`config.mk`:
```
export PLATFORM = sky130hd
export DESIGN_NAME = cttab_ctrl
export DESIGN_NICKNAME = d
export VERILOG_FILES = /design/src/sv/cttab_pkg.sv /design/src/sv/cttab_ctrl.sv
export SDC_FILE = /design/constraint.sdc
export NUM_CORES = 1
export LEC_CHECK = 0
export BUFFER_PORTS_ARGS = -buffer_cell sky130_fd_sc_hd__buf_4
export CAP_MARGIN = 40
export CORE_AREA = 2 2 39 41
export DETAILED_ROUTE_END_ITERATION = 7
export DIE_AREA = 0 0 41 43
export GPL_ROUTABILITY_DRIVEN = 1
export PLACE_DENSITY = 0.41
export REMOVE_ABC_BUFFERS = 1
export SLEW_MARGIN = 20
export SYNTH_ARGS = -nofsm -noshare
export SYNTH_HDL_FRONTEND = slang
export SYNTH_SLANG_ARGS = --single-unit
```
`constraint.sdc`:
```
create_clock -name i_clk -period 1.54 [get_ports i_clk]
set_clock_uncertainty 0.05 [all_clocks]
set_input_delay 0.077 -clock i_clk [delete_from_list [all_inputs] [get_ports i_clk]]
set_output_delay 0.077 -clock i_clk [all_outputs]
set_load 0.01 [all_outputs]
```
`src/sv/cttab_pkg.sv`:
```
// ----------------------------------------------------------------------------
// cttab_pkg
// Types and constants shared by the connection tuple table modules.
// ----------------------------------------------------------------------------
package cttab_pkg;

    localparam int KEY_W      = 96;
    localparam int DUMP_LIMIT = 32;

    typedef enum logic [2:0] {
        OP_ADD    = 3'd0,
        OP_REMOVE = 3'd1,
        OP_UPDATE = 3'd2,
        OP_LOOKUP = 3'd3,
        OP_CLEAR  = 3'd4,
        OP_DUMP   = 3'd5
    } t_op;

    typedef enum logic [1:0] {
        ST_DONE      = 2'd0,
        ST_NOT_FOUND = 2'd1,
        ST_FULL      = 2'd2
    } t_status;

    // controller to datapath
    typedef struct packed {
        logic load;
        logic cmp;
        logic exec;
        logic dump_emit;
        logic dump_last;
    } t_ctrl_cmd;

    // datapath to controller
    typedef struct packed {
        logic dump_go;
        logic dump_end;
    } t_dp_status;

endpackage

```
`src/sv/cttab_ctrl.sv`:
```
// ----------------------------------------------------------------------------
// cttab_ctrl
// Sequencer: compare cycle, execute cycle, then, for a non-empty dump, a dump state that emits the entries in order.
// ----------------------------------------------------------------------------
module cttab_ctrl (
    input  logic                  i_clk,
    input  logic                  i_rst_n,
    input  logic                  start,
    output logic                  busy,
    input  cttab_pkg::t_dp_status i_dp_status,
    output cttab_pkg::t_ctrl_cmd  o_cmd
);

    typedef enum logic [1:0] {
        S_IDLE,
        S_CMP,
        S_EXEC,
        S_DUMP
    } t_state;

    t_state r_state;
    logic   accept;

    // the execute cycle takes a new word unless a dump follows
    always_comb begin
        busy = (r_state == S_CMP) || (r_state == S_DUMP) ||
               ((r_state == S_EXEC) && i_dp_status.dump_go);
        accept = start && !busy;
        o_cmd.load      = accept;
        o_cmd.cmp       = (r_state == S_CMP);
        o_cmd.exec      = (r_state == S_EXEC);
        o_cmd.dump_emit = (r_state == S_DUMP);
        o_cmd.dump_last = (r_state == S_DUMP) && i_dp_status.dump_end;
    end

    always_ff @(posedge i_clk) begin
        if (!i_rst_n) begin
            r_state <= S_IDLE;
        end else begin
            unique case (r_state)
                S_IDLE: begin
                    if (accept) r_state <= S_CMP;
                end
                S_CMP: begin
                    r_state <= S_EXEC;
                end
                S_EXEC: begin
                    if (i_dp_status.dump_go) r_state <= S_DUMP;
                    else if (accept)         r_state <= S_CMP;
                    else                     r_state <= S_IDLE;
                end
                S_DUMP: begin
                    if (i_dp_status.dump_end) r_state <= S_IDLE;
                end
                default: begin
                    r_state <= S_IDLE;
                end
            endcase
        end
    end

endmodule

```
==> metrics.txt <==
layout cells sized above 1=65.52%; worst min-delay path class=in2reg; Max-cap violations=0; Avg Inst Size Synth=8.538 um2; CTS buffer count=3; via count=163; DRT iter0 DRCs=4; simple-gate share of the synthesized area=43.97%; fin nets=36; worst reg2reg path endpoint=r_state[1]; Slew Limit Fails=0; vias in the first global route=141; Post-Route WL=413 um; # fillers=156; gr ovfl total=0; Leak=0.0001231 uW; Synth Area in XOR/XNOR=0%; CTS tree=built; first-pass GRT wire length=614 um; Syn Inst Count=17; Rows=14; r2r setup slk=580 ps; #FFs+latches synth=2; multi-input logic area=97.59 um2; Via density=3.622; total power=227.6 uW; R2R depth=3; Post-Syn Area=145.1 um2; Critical Path Sink Type=output pin; net switching power=56.92 uW; library cells used by synthesis=14; ant diodes=0; Adder-Cell Fraction of Synth Area=0%; part of the power in registers=27.1%; Root Buffer=clkbuf_4; max reg flops=2; die height=43 um; FMAX=838.5 MHz; Ys Warns=0; crit-path max FO=9; IO Count=11; worst reg2reg startpoint=r_state[1]; Worst Setup Start Kind=flop; complex-gate fraction of the synthesized area=23.28%; # hold bufs at CTS=0; ANT nets after route=0; GRT Util Overall=5.906%; Clock Power Share=52.2%; Int Pwr=170.7 uW; IO buf count=10; DIE AREA=1763 um2; H-Tree Depth=1; Top reg by flops=r_state; maximum vdd ir drop=0.2819 mV; Regs by FF count=r_state x2; Initial DRT Pass Iterations=4; post-synthesis sequential area ratio=27.59%; core area=1384 um2; critical path type=reg2out; worst hold endpoint=r_state[1]; run status=finished, final reports clean; final setup TNS=0 ps; Syn-to-layout area delta=75.86%; worst-skew pair later-pin latency=230 ps; CTS Sinks=2; pin count of the biggest net entering global routing=10; Final min period=1193 ps; initial antenna violation count=0; Die Width=41 um; multiplexer share of the synthesized area=0%; postcts setup bufs=0; fin crit share=77.44%; Hold Vio Cnt, Final=0; Reg area=40.04 um2; Initial Util=10.49%; Least-Margin Pin Slew=238.7 ps; RSZ-0062 raised after global routing=false; Pwr Density=891.6 nW/um2; hold depth=2; largest family of logic cells by synthesized area=simple AND/OR/NAND/NOR gates; final setup vio count=0; Relative slew margins=84.06%; GP Congestion=0.5391; Comb power frac=20.7%; drt wl/cell=9.178 um; CTS resizes=0; clk buf depth=2; residual DRC count=0; HP Start=i_rst_n; switching part of the total=25.01%; worst endpoint required time=1410 ps; Worst Path Arrival=1070 ps; CTS clk-pin slew, worst paths=30 ps
-- cells in the mapped netlist --
| master | number | area [um2] |
|---|---|---|
| nand2b_2 | 1 | 8.760 |
| nor2b_2 | 1 | 8.760 |
| a21boi_1 | 1 | 7.510 |
| dfxtp_1 | 2 | 40.04 |
| o21ai_1 | 1 | 5.000 |
| a21o_2 | 1 | 8.760 |
| a21oi_1 | 1 | 5.000 |
| nor2b_1 | 3 | 18.77 |
| and2_2 | 1 | 7.510 |
| and2b_2 | 1 | 8.760 |
| nand2_1 | 1 | 3.750 |
| a22oi_1 | 1 | 7.510 |
| buf_4 | 1 | 7.510 |
| and3_2 | 1 | 7.510 |
-- worst max-delay path: stages, from the launching register on --
cell,delay (ps)
dfxtp_1,360
nand2b_2,210
a21oi_1,130
buf_4,140
-- metrics by stage --
step	setup slack (ps)	utilization, %	std cells	hold WS, ps	cell area (um2)
5_1_grt	240.3	18.44	45	66.18	255.2
4_1_cts	332.1	18.44	45	36.86	255.2
6_report	347.4	18.44	45	47.72	255.2
3_5_place_dp	585.5	16.82	42	275.1	232.7
3_3_place_gp	598.4	16.82	42	252.3	232.7
2_1_floorplan	631.8	-	16	155.2	137.6
-- cells by family after synthesis --
logic type / Yosys count
AO/OA/AOI/OAI: 5
AND/OR/NAND/NOR: 9
flip-flops: 2
buffers and inverters: 1
-- layer usage --
metal / GRT usage [%] / wire [um]
met2: 5.313 / 126
met1: 7.325 / 204
met5: 0 / 0
met4: 6.000 / 0
met3: 5.236 / 81
-- how the worst max path moves through the flow --
stage / start / slack (ps) / to
global placement: r_state[0] / 600 / o_cmd[4]
floorplan: r_state[1] / 630 / r_state[1]
global route: r_state[0] / 240 / o_cmd[4]
detailed placement: r_state[1] / 590 / r_state[1]
finish: r_state[0] / 350 / o_cmd[4]
CTS: r_state[0] / 330 / o_cmd[4]
-- power groups by stage --
stage / sequential, uW / combinational (uW) / clock [uW]
global route: 62.6 / 51.4 / 136
CTS: 61.5 / 47.5 / 129
detailed placement: 62.2 / 47.3 / 0
finish: 61.7 / 47.0 / 119
global placement: 61.6 / 46.6 / 0
floorplan: 61.1 / 22.0 / 0
-- placed cells by master (no fill, tap or decap), types with 2 or more instances in the layout --
cell      count
buf_4        10
nor2b_1       3
clkbuf_4      3
dfxtp_1       2
-- area by class of cell --
type / instances / area share, %
multi-input combinational: 14 / 38.24
clock buffer: 3 / 8.824
tap: 16 / 7.843
timing repair buffer: 10 / 29.41
sequential: 2 / 15.69
Power figures use the tool's default switching activity.
